===== config.mk =====
export PLATFORM = sky130hd
export DESIGN_NAME = bounded_block_queue_overflow_policy
export DESIGN_NICKNAME = d
export VERILOG_FILES = /design/src/rtl/core/bbq_pkg.sv /design/src/rtl/core/bbq_store.sv /design/src/rtl/core/bounded_block_queue_overflow_policy.sv
export SDC_FILE = /design/constraint.sdc
export NUM_CORES = 2
export LEC_CHECK = 0
export BUFFER_PORTS_ARGS = -buffer_cell sky130_fd_sc_hd__buf_2
export CAP_MARGIN = 20
export CELL_PAD_IN_SITES_DETAIL_PLACEMENT = 1
export CELL_PAD_IN_SITES_GLOBAL_PLACEMENT = 1
export CORE_MARGIN = 2
export CORE_UTILIZATION = 58
export DETAILED_ROUTE_END_ITERATION = 8
export GPL_ROUTABILITY_DRIVEN = 0
export PLACE_DENSITY = 0.85
export SLEW_MARGIN = 20
export SYNTH_ARGS = -nofsm -noshare
export SYNTH_HDL_FRONTEND = slang
export SYNTH_SLANG_ARGS = --single-unit

===== constraint.sdc =====
create_clock -name i_clk -period 24.4 [get_ports i_clk]
set_clock_uncertainty 0.15 [all_clocks]
set_input_delay 1.22 -clock i_clk [delete_from_list [all_inputs] [get_ports i_clk]]
set_output_delay 1.22 -clock i_clk [all_outputs]
set_load 0.005 [all_outputs]

===== src/rtl/core/bbq_pkg.sv =====
// ----------------------------------------------------------------------------
// bbq_pkg: shared types and codes of the bounded block queue
// Command and result beat structs, operation and status codes, register
// indexes and the reset value of the capacity register.
// ----------------------------------------------------------------------------
package bbq_pkg;

    localparam int DEPTH_DEFAULT = 16;
    localparam int CAP_W         = 5;
    localparam int CFG_DATA_W    = 5;
    localparam int CFG_IDX_W     = 1;

    localparam logic [CAP_W-1:0] CAP_RESET = 5'd16;

    localparam logic [CFG_IDX_W-1:0] CFG_QUEUE_CAPACITY   = 1'd0;
    localparam logic [CFG_IDX_W-1:0] CFG_DROP_OLDEST_MODE = 1'd1;

    localparam logic [1:0] FUNC_PUSH  = 2'd0;
    localparam logic [1:0] FUNC_POP   = 2'd1;
    localparam logic [1:0] FUNC_CLEAR = 2'd2;
    localparam logic [1:0] FUNC_NOP   = 2'd3;

    localparam logic [2:0] ST_SUCCESS       = 3'd0;
    localparam logic [2:0] ST_INVALID_CFG   = 3'd1;
    localparam logic [2:0] ST_INVALID_BLOCK = 3'd2;
    localparam logic [2:0] ST_QUEUE_FULL    = 3'd3;
    localparam logic [2:0] ST_POP_EMPTY     = 3'd4;

    typedef struct packed {
        logic [1:0]         func;
        logic [15:0]        in_frame_count;
        logic signed [31:0] in_duration;
        logic [15:0]        in_data_length;
        logic [31:0]        in_data_handle;
    } t_cmd;

    typedef struct packed {
        logic [15:0]        frames;
        logic signed [31:0] duration;
        logic [15:0]        data_length;
        logic [31:0]        data_handle;
    } t_entry;

    typedef struct packed {
        logic [2:0]         status;
        logic               pop_valid;
        logic [15:0]        out_frame_count;
        logic signed [31:0] out_duration;
        logic [15:0]        out_data_length;
        logic [31:0]        out_data_handle;
        logic [4:0]         occupancy;
        logic               is_empty;
        logic               is_full;
        logic [31:0]        pushed_total;
        logic [31:0]        popped_total;
        logic [31:0]        dropped_total;
    } t_result;

endpackage


===== src/rtl/core/bbq_store.sv =====
// ----------------------------------------------------------------------------
// bbq_store: descriptor storage of the bounded block queue
// One write port and one read port; the read data is registered.
// ----------------------------------------------------------------------------
module bbq_store #(
    parameter int DEPTH = bbq_pkg::DEPTH_DEFAULT,
    parameter int IDX_W = (DEPTH > 1) ? $clog2(DEPTH) : 1
) (
    input  logic                 i_clk,
    input  logic                 i_we,
    input  logic [IDX_W-1:0]     i_waddr,
    input  bbq_pkg::t_entry      i_wdata,
    input  logic [IDX_W-1:0]     i_raddr,
    output bbq_pkg::t_entry      o_rdata
);
    import bbq_pkg::*;

    t_entry r_mem [0:DEPTH-1];
    t_entry r_rdata;

    always_ff @(posedge i_clk) begin
        if (i_we) begin
            r_mem[i_waddr] <= i_wdata;
        end
    end

    always_ff @(posedge i_clk) begin
        r_rdata <= r_mem[i_raddr];
    end

    assign o_rdata = r_rdata;

endmodule


===== src/rtl/core/bounded_block_queue_overflow_policy.sv =====
// ----------------------------------------------------------------------------
// bounded_block_queue_overflow_policy: audio block descriptor FIFO
// The result beat is strobed on o_done in the cycle after start is taken.
// Throughput is one command per cycle, set by the single pass through the
// head/tail logic and the descriptor store; busy stays low and the receiver
// cannot stall. Synchronous active-low reset empties the queue, clears the
// counters and loads capacity 16, reject mode.
// ----------------------------------------------------------------------------
module bounded_block_queue_overflow_policy #(
    parameter int DEPTH = bbq_pkg::DEPTH_DEFAULT
) (
    input  logic                                i_clk,
    input  logic                                i_rst_n,
    input  logic                                start,
    output logic                                busy,
    input  bbq_pkg::t_cmd                       i_cmd,
    output logic                                o_done,
    output bbq_pkg::t_result                    o_result,
    input  logic                                i_cfg_we,
    input  logic [bbq_pkg::CFG_IDX_W-1:0]       i_cfg_idx,
    input  logic [bbq_pkg::CFG_DATA_W-1:0]      i_cfg_data
);
    import bbq_pkg::*;

    localparam int IDX_W     = (DEPTH > 1) ? $clog2(DEPTH) : 1;
    localparam int SUM_W     = ((IDX_W > CAP_W) ? IDX_W : CAP_W) + 1;
    localparam int DEPTH_CAP = (DEPTH > 31) ? 31 : DEPTH;

    logic [CAP_W-1:0] r_cap;
    logic             r_drop_mode;
    logic [IDX_W-1:0] r_head, n_head;
    logic [CAP_W-1:0] r_count, n_count;
    logic [31:0]      r_pushed, n_pushed;
    logic [31:0]      r_popped, n_popped;
    logic [31:0]      r_dropped, n_dropped;
    logic [31:0]      r_rejected, n_rejected;
    logic             r_done;
    logic [2:0]       r_status, n_status;
    logic             r_pop_valid, n_pop_valid;

    logic             accept;
    logic [CAP_W-1:0] cap_eff;
    logic             blk_ok;
    logic             is_full_now;
    logic [IDX_W-1:0] head_inc;
    logic [IDX_W-1:0] push_head;
    logic [CAP_W-1:0] push_count;
    logic [SUM_W-1:0] tail_sum;
    logic [IDX_W-1:0] tail;
    logic             mem_we;
    t_entry           wdata;
    t_entry           rdata;

    assign accept  = start && !busy;
    assign busy    = 1'b0;
    assign cap_eff = (r_cap > CAP_W'(DEPTH_CAP)) ? CAP_W'(DEPTH_CAP) : r_cap;

    assign blk_ok = (i_cmd.in_frame_count != 16'd0) && (i_cmd.in_data_length != 16'd0)
                    && (i_cmd.in_duration != 32'sd0) && !i_cmd.in_duration[31];
    assign is_full_now = (r_count >= cap_eff);

    assign head_inc = (r_head == IDX_W'(DEPTH - 1)) ? '0 : r_head + IDX_W'(1);

    always_comb begin
        push_head  = r_head;
        push_count = r_count;
        if (is_full_now) begin
            push_head  = head_inc;
            push_count = r_count - CAP_W'(1);
        end
        tail_sum = SUM_W'(push_head) + SUM_W'(push_count);
        if (tail_sum >= SUM_W'(DEPTH)) begin
            tail = IDX_W'(tail_sum - SUM_W'(DEPTH));
        end else begin
            tail = IDX_W'(tail_sum);
        end
    end

    always_comb begin
        n_head      = r_head;
        n_count     = r_count;
        n_pushed    = r_pushed;
        n_popped    = r_popped;
        n_dropped   = r_dropped;
        n_rejected  = r_rejected;
        n_status    = ST_SUCCESS;
        n_pop_valid = 1'b0;
        mem_we      = 1'b0;
        if (accept) begin
            unique case (i_cmd.func)
                FUNC_PUSH: begin
                    priority if (cap_eff == '0) begin
                        n_status   = ST_INVALID_CFG;
                        n_rejected = r_rejected + 32'd1;
                    end else if (!blk_ok) begin
                        n_status   = ST_INVALID_BLOCK;
                        n_rejected = r_rejected + 32'd1;
                    end else if (is_full_now && !r_drop_mode) begin
                        n_status   = ST_QUEUE_FULL;
                        n_rejected = r_rejected + 32'd1;
                    end else begin
                        if (is_full_now) begin
                            n_dropped = r_dropped + 32'd1;
                        end
                        n_head   = push_head;
                        n_count  = push_count + CAP_W'(1);
                        n_pushed = r_pushed + 32'd1;
                        mem_we   = 1'b1;
                    end
                end
                FUNC_POP: begin
                    if (r_count == '0) begin
                        n_status = ST_POP_EMPTY;
                    end else begin
                        n_pop_valid = 1'b1;
                        n_head      = head_inc;
                        n_count     = r_count - CAP_W'(1);
                        n_popped    = r_popped + 32'd1;
                    end
                end
                FUNC_CLEAR: begin
                    n_head  = '0;
                    n_count = '0;
                end
                FUNC_NOP: begin
                end
                default: begin
                end
            endcase
        end
    end

    assign wdata.frames      = i_cmd.in_frame_count;
    assign wdata.duration    = i_cmd.in_duration;
    assign wdata.data_length = i_cmd.in_data_length;
    assign wdata.data_handle = i_cmd.in_data_handle;

    bbq_store #(
        .DEPTH (DEPTH),
        .IDX_W (IDX_W)
    ) u_store (
        .i_clk   (i_clk),
        .i_we    (mem_we),
        .i_waddr (tail),
        .i_wdata (wdata),
        .i_raddr (r_head),
        .o_rdata (rdata)
    );

    always_ff @(posedge i_clk) begin
        if (!i_rst_n) begin
            r_cap       <= CAP_RESET;
            r_drop_mode <= 1'b0;
        end else if (i_cfg_we) begin
            unique case (i_cfg_idx)
                CFG_QUEUE_CAPACITY:   r_cap       <= i_cfg_data;
                CFG_DROP_OLDEST_MODE: r_drop_mode <= i_cfg_data[0];
                default: begin
                end
            endcase
        end
    end

    always_ff @(posedge i_clk) begin
        if (!i_rst_n) begin
            r_head      <= '0;
            r_count     <= '0;
            r_pushed    <= '0;
            r_popped    <= '0;
            r_dropped   <= '0;
            r_rejected  <= '0;
            r_done      <= 1'b0;
            r_status    <= ST_SUCCESS;
            r_pop_valid <= 1'b0;
        end else begin
            r_head      <= n_head;
            r_count     <= n_count;
            r_pushed    <= n_pushed;
            r_popped    <= n_popped;
            r_dropped   <= n_dropped;
            r_rejected  <= n_rejected;
            r_done      <= accept;
            r_status    <= n_status;
            r_pop_valid <= n_pop_valid;
        end
    end

    assign o_done                   = r_done;
    assign o_result.status          = r_status;
    assign o_result.pop_valid       = r_pop_valid;
    assign o_result.out_frame_count = r_pop_valid ? rdata.frames : 16'd0;
    assign o_result.out_duration    = r_pop_valid ? rdata.duration : 32'sd0;
    assign o_result.out_data_length = r_pop_valid ? rdata.data_length : 16'd0;
    assign o_result.out_data_handle = r_pop_valid ? rdata.data_handle : 32'd0;
    assign o_result.occupancy       = r_count;
    assign o_result.is_empty        = (r_count == '0);
    assign o_result.is_full         = (cap_eff != '0) && (r_count >= cap_eff);
    assign o_result.pushed_total    = r_pushed;
    assign o_result.popped_total    = r_popped;
    assign o_result.dropped_total   = r_dropped;

    a_count_bound: assert property (@(posedge i_clk) disable iff (!i_rst_n)
        int'(r_count) <= DEPTH)
        else $error("queue occupancy exceeds storage depth");

    a_done_follows_start: assert property (@(posedge i_clk) disable iff (!i_rst_n)
        o_done |-> $past(start && !busy))
        else $error("result beat without an accepted command");

    a_pop_success: assert property (@(posedge i_clk) disable iff (!i_rst_n)
        (o_done && o_result.pop_valid) |-> (o_result.status == ST_SUCCESS))
        else $error("popped entry reported with a failing status");

    a_push_count: assert property (@(posedge i_clk) disable iff (!i_rst_n)
        ($past(i_rst_n) && (r_pushed != $past(r_pushed)))
        |-> $past(start && !busy && (i_cmd.func == FUNC_PUSH)))
        else $error("push counter moved without an accepted push");

endmodule


==> Yosys cells after proc, flatten, opt, wreduce, memory -nomap -nowiden <==
Memories as Yosys holds them, arrays and structs flattened. A register that Yosys moved wholly into a read port is not among the register bits.
Cells that the tools add are included.
W data, S select, Z words.
{ "word_totals": {"output_inout_bits": 205, "ram_bits": 1536, "n_memories": 1, "word_cells": 88, "ff_bits": 116, "inputBits": 108} }
{ "classes": {"eq_ne": 7, "n_mux": 32, "magnitude_cmp": 3, "bitwise": 4, "reduce_logical": 23, "addsub": 8} }
{ "mem_list": {"columns": ["name", "depth", "word_bits", "rd", "rd_clocked_by_memory_dff", "wr", "line", "source"], "rows": [
  ["u_store.r_mem", 16, 96, 1, 1, 1, "bbq_store.sv:18", "t_entry r_mem [0:DEPTH-1];"]
]} }
{ "op_table": {"columns": ["operator", "n"], "rows": [
  ["$add A32 B1 Y32 const B", 3],
  ["$mux W32", 2],
  ["$mux W16", 2],
  ["$reduce_bool A16 Y1", 2],
  ["$reduce_bool A32 Y1", 1],
  ["$mux W5", 6],
  ["$mux W4", 7],
  ["$pmux W5 S3", 1],
  ["$pmux W4 S3", 1],
  ["$reduce_and A6 Y1", 2],
  ["$logic_not A5 Y1", 2],
  ["$mux W1", 8],
  ["$ne A2 B2 Y1 const B", 4],
  ["$add A4 B5 Y6", 1],
  ["$ge A6 B5 Y1 const B", 1],
  ["$mux W2", 3],
  ["$pmux W3 S2", 1],
  ["$reduce_and A2 Y1", 3],
  ["$reduce_and A3 Y1", 2],
  ["$add A5 B1 Y5 const B", 1],
  ["$ge A5 B5 Y1", 1],
  ["$gt A5 B5 Y1 const B", 1],
  ["$logic_and A1 B1 Y1", 5],
  ["$reduce_and A5 Y1", 1],
  ["other kinds (12)", 16]
]} }

==> Depth between registers and ports, before layout <==
{ "logic_depth": {"depth_word": 11, "ltp_mapped": 14, "depth_no_buf": 14} }

==> Modules after synthesis <==
Synthesis repeated with hierarchy kept, for this count alone.
{ "hier_totals": {"hier_cells": 3277, "area_unflattened_um2": 66099.6} }
{ "modules_own_cells": {"columns": ["mod", "instances", "cells_per_inst", "seq_area_each_um2", "area_per_inst_um2"], "rows": [
  ["bbq_store", 1, 2460, 48046.1, 59355.7],
  ["bounded_block_queue_overflow_policy", 1, 817, 2322.2, 6744.0]
]} }

==> Least setup slack after synthesis <==
OpenSTA, ideal clock, no wires.
{ "synth_path": {"kind": "register to register", "from": "reg r_count[0]", "to": "mem u_store.r_mem[8][0] in the netlist's numbering (enable)", "required_time_ns": 23.582, "arrival_ns": 9.256, "stages_incl_launch_ff": 14, "period_less_slack_ns": 10.075, "slack_ns": 14.325, "cell_sequence": "dfxtp_1 buf_2 inv_1 ha_1 nand2b_1 a31oi_4 o21a_4 clkbuf_1 a21boi_0 ha_1 nand2_1 o21ai_2 xor2_1 nor3_1"} }
{ "synth_via": {"elab_chain_len": 9} }
{ "synth_lines": {"columns": ["element", "line", "source"], "rows": [
  ["start, declared", "bounded_block_queue_overflow_policy.sv:32", "logic [CAP_W-1:0] r_count, n_count;"],
  ["start signal, assigned", "bounded_block_queue_overflow_policy.sv:177", "r_count <= n_count;"],
  ["branches (longest 9 deep; another with $add A4 B5 Y6)", null, null],
  ["end, declared", "bbq_store.sv:18", null]
]} }
Parallel ways; which one is timed is not known.

==> Worst setup path after layout <==
{ "layout_path": {"from": "reg r_count[0]", "to": "mem u_store.r_mem[2][83] in the netlist's numbering (enable)"} }
The elaborated chain is that of the path after synthesis.

==> flow_summary.json <==
{
  "multi_input_area_sq_um": 15210,
  "vias": 34510,
  "hp-start": "r_dropped[30]",
  "grt_max_degree": 105,
  "cp.required_ns": 24.66,
  "min_to": "r_dropped[30]",
  "boundaryPins": 313,
  "cp.buffers_inverters": 4,
  "p_per_area_nw_per_um2": 84.67,
  "syn_area_sq_um": 66210,
  "ctsResizeCount": 0,
  "drtPass1Iterations": 7,
  "overflow": 0,
  "cts_hold_buf": 0,
  "reg2reg_from": "r_count[0]",
  "nFillCells": 9083,
  "finalSetupTns_ns": 0,
  "dp_worst_setup_slack_ns": 17.47,
  "port_buffers": 311,
  "numClockSinks": 1748,
  "avgSynthCellArea_sq_um": 21.38,
  "path_cells": "inv_1 > ha_1 > nand2b_1 > a31oi_4 > o21ai_2 > mux2i_1 > inv_1 > ha_1 > nand2_1 > o21ai_2 > xor2_1 > and3_4 > buf_4 > buf_4",
  "regArea_sq_um": 50380,
  "fp-row-count": 123,
  "grt_pass1_vias": 36560,
  "r2r_slack_ns": 17.76,
  "rsz0062_at_grt": "no",
  "yosys_warnings": 0,
  "drt-initial-drc-count": 4210,
  "final_cell_mix": "edfxtp_1 (1536), mux4_2 (480), buf_2 (311)",
  "placedCellCount": 4801,
  "grt_antenna_before_repair": 33,
  "start_util_pct": 58.69,
  "cpMaxStageDelayCell": "xor2_1",
  "synth_ff_type": "edfxtp_1",
  "instances_no_fill": 5138,
  "worstPathMaxFanout": 36,
  "tritoncts": "built",
  "routed_wl_mm": 180.5,
  "synth-edff-count": 1536,
  "nNetsFinal": 3600,
  "mostFrequentLayoutCell": "edfxtp_1",
  "clockBufferDepth": 3,
  "slew_headroom_pct": 24.02,
  "grt_pass1_wl_mm": 263.5,
  "p_leak_nw": 24.12,
  "critPathArrivalTime_ns": 6.90,
  "cpLargestDelayFamily": "buffers and inverters",
  "timing.fmax_mhz": 150.6,
  "setup_ws_ns": 17.76,
  "antenna_left": 0,
  "wl_per_cell_um": 35.14,
  "hpwl_mm": 90.89,
  "worst_r2r_endpoint": "u_store.r_mem[2][83]",
  "drc_errors": 0,
  "async_flop_share_pct": 0,
  "cts_max_level": 4,
  "clock_latency_ns": 0.78,
  "dieArea_sq_um": 116900,
  "clk_pin_slew_ns": 0.07,
  "slew_violations": 0,
  "finalSetupViolations": 0,
  "worst_slew_pin_slew_ns": 1.140,
  "post_cts_buffers": 0,
  "min-delay-path-class": "flop to flop",
  "endpoint_kind": "flop",
  "period_needed_ns": 6.641,
  "core-area_sq_um": 112800,
  "ir_worst_vdd_v": 0.00009044,
  "hold_depth": 2,
  "cts_buffers": 170,
  "grt_usage_pct": 31.54,
  "yosys.area.top_type_share_pct": 69.67,
  "syn_to_final_growth_pct": 13.43,
  "drive_above_1_share_pct": 30.88,
  "ys_ff_latch": 1748,
  "cts_root_buf": "clkbuf_16",
  "hold_violations": 0,
  "critPathLaunchType": "flop",
  "reg2regPathDepth": 14,
  "synth.area.top_cells": "edfxtp_1 (70%), mux4_2 (16%), dfxtp_1 (6.4%)",
  "ys_types": 72,
  "synth-seq-area-share_pct": 76.08,
  "critical_path_class": "flop to flop",
  "avgViaCountPerCell": 6.717,
  "synth_fp_nets": 3223,
  "status": "complete, no violations",
  "period_share_pct": 27.22,
  "synthCells": 3097,
  "yosys.area.top_type": "edfxtp_1",
  "die_height_um": 341.9,
  "die_x_um": 341.9,
  "cap_viol_max_count": 0,
  "worst_path_largest_cell_delay_ns": 0.89
}
==> how the worst max path moves through the flow <==
stage / startpoint / endpoint / slack (ns) / depth (start not counted)
CTS: r_count[0] / u_store.r_mem[2][93] / 17.83 / 14
global placement: i_cmd[33] / u_store.r_mem[1][90] / 17.68 / 10
global route: r_count[0] / u_store.r_mem[2][83] / 17.43 / 14
floorplan: r_count[0] / u_store.r_mem[8][0] / 14.33 / 13
detailed placement: i_cmd[33] / u_store.r_mem[1][91] / 17.47 / 10
finish: r_count[0] / u_store.r_mem[2][83] / 17.76 / 14
==> power by group <==
group | internal [mW] | switching (mW) | total, mW
clock network | 1.50 | 1.15 | 2.65
logic | 0.167 | 0.222 | 0.388
registers | 3.29 | 0.0227 | 3.32
==> synth_stat cells, drive strengths merged, types with 5 or more instances <==
cell type,n
edfxtp,1536
ha,17
o22ai,5
mux4,480
o21ai,28
nor4,33
clkbuf,91
or3,17
buf,60
inv,26
nor3,30
and2,106
and4,9
nor2,107
dfxtp,212
xor2,25
nand2b,11
nand3,42
and3,22
nand4,17
mux2i,11
a21oi,26
xnor2,56
nand2,71
==> registers in the layout (all words and copies together), names as in the netlist, 3 cells and up <==
name and count:
u_store.r_mem 1536, u_store.o_rdata 96, r_dropped 32, r_popped 32
r_pushed 32, r_cap 5, r_count 5, r_head 4
r_status 3
==> through the flow <==
step / cell area [sq um] / utilization [%] / power, mW / hold slack, ns
after floorplan: 66210 / - / 3.615 / 0.3091
after global placement: 69490 / 61.60 / 3.726 / 0.3221
after detailed placement: 69490 / 61.60 / 3.754 / 0.3377
after CTS: 74990 / 66.48 / 6.382 / 0.3482
after global routing: 75080 / 66.55 / 6.499 / 0.3709
final: 75100 / 66.57 / 6.359 / 0.3449
==> tightest hold or removal path: cells and delay by family, from the launching register on <==
family	cells	cell delay, ns
AND/OR/NAND/NOR	1	0.06
multiplexers	1	0.05
flip-flops	1	0.33
==> routing by layer <==
metal  part of all wire [%]  track usage (%)
met4                    3.0            11.76
met3                    8.7            6.020
met5                  0.077                0
met2                     52            52.99
met1                     36            41.52
==> cell families after synthesis <==
family	after synthesis	share of synthesized area [%]
buffers and inverters	178	1.109
AOI/OAI and AO/OA	98	1.015
muxes	493	16.53
other	1	0.005664
xor gates and xnor gates	81	1.083
and+or+nand+nor	480	3.832
adders and majority gates	18	0.3515
DFF	1748	76.08
==> cell type report <==
type,instances,share of cell area [%]
Antenna cell,18,0.05998
Tap cell,1500,2.499
Clock inverter,69,0.9130
Clock buffer,249,6.413
Multi-Input combinational cell,1171,20.25
Timing Repair Buffer,356,2.634
Inverter,27,0.1416
Sequential cell,1748,67.09
Power figures use the tool's default switching activity.
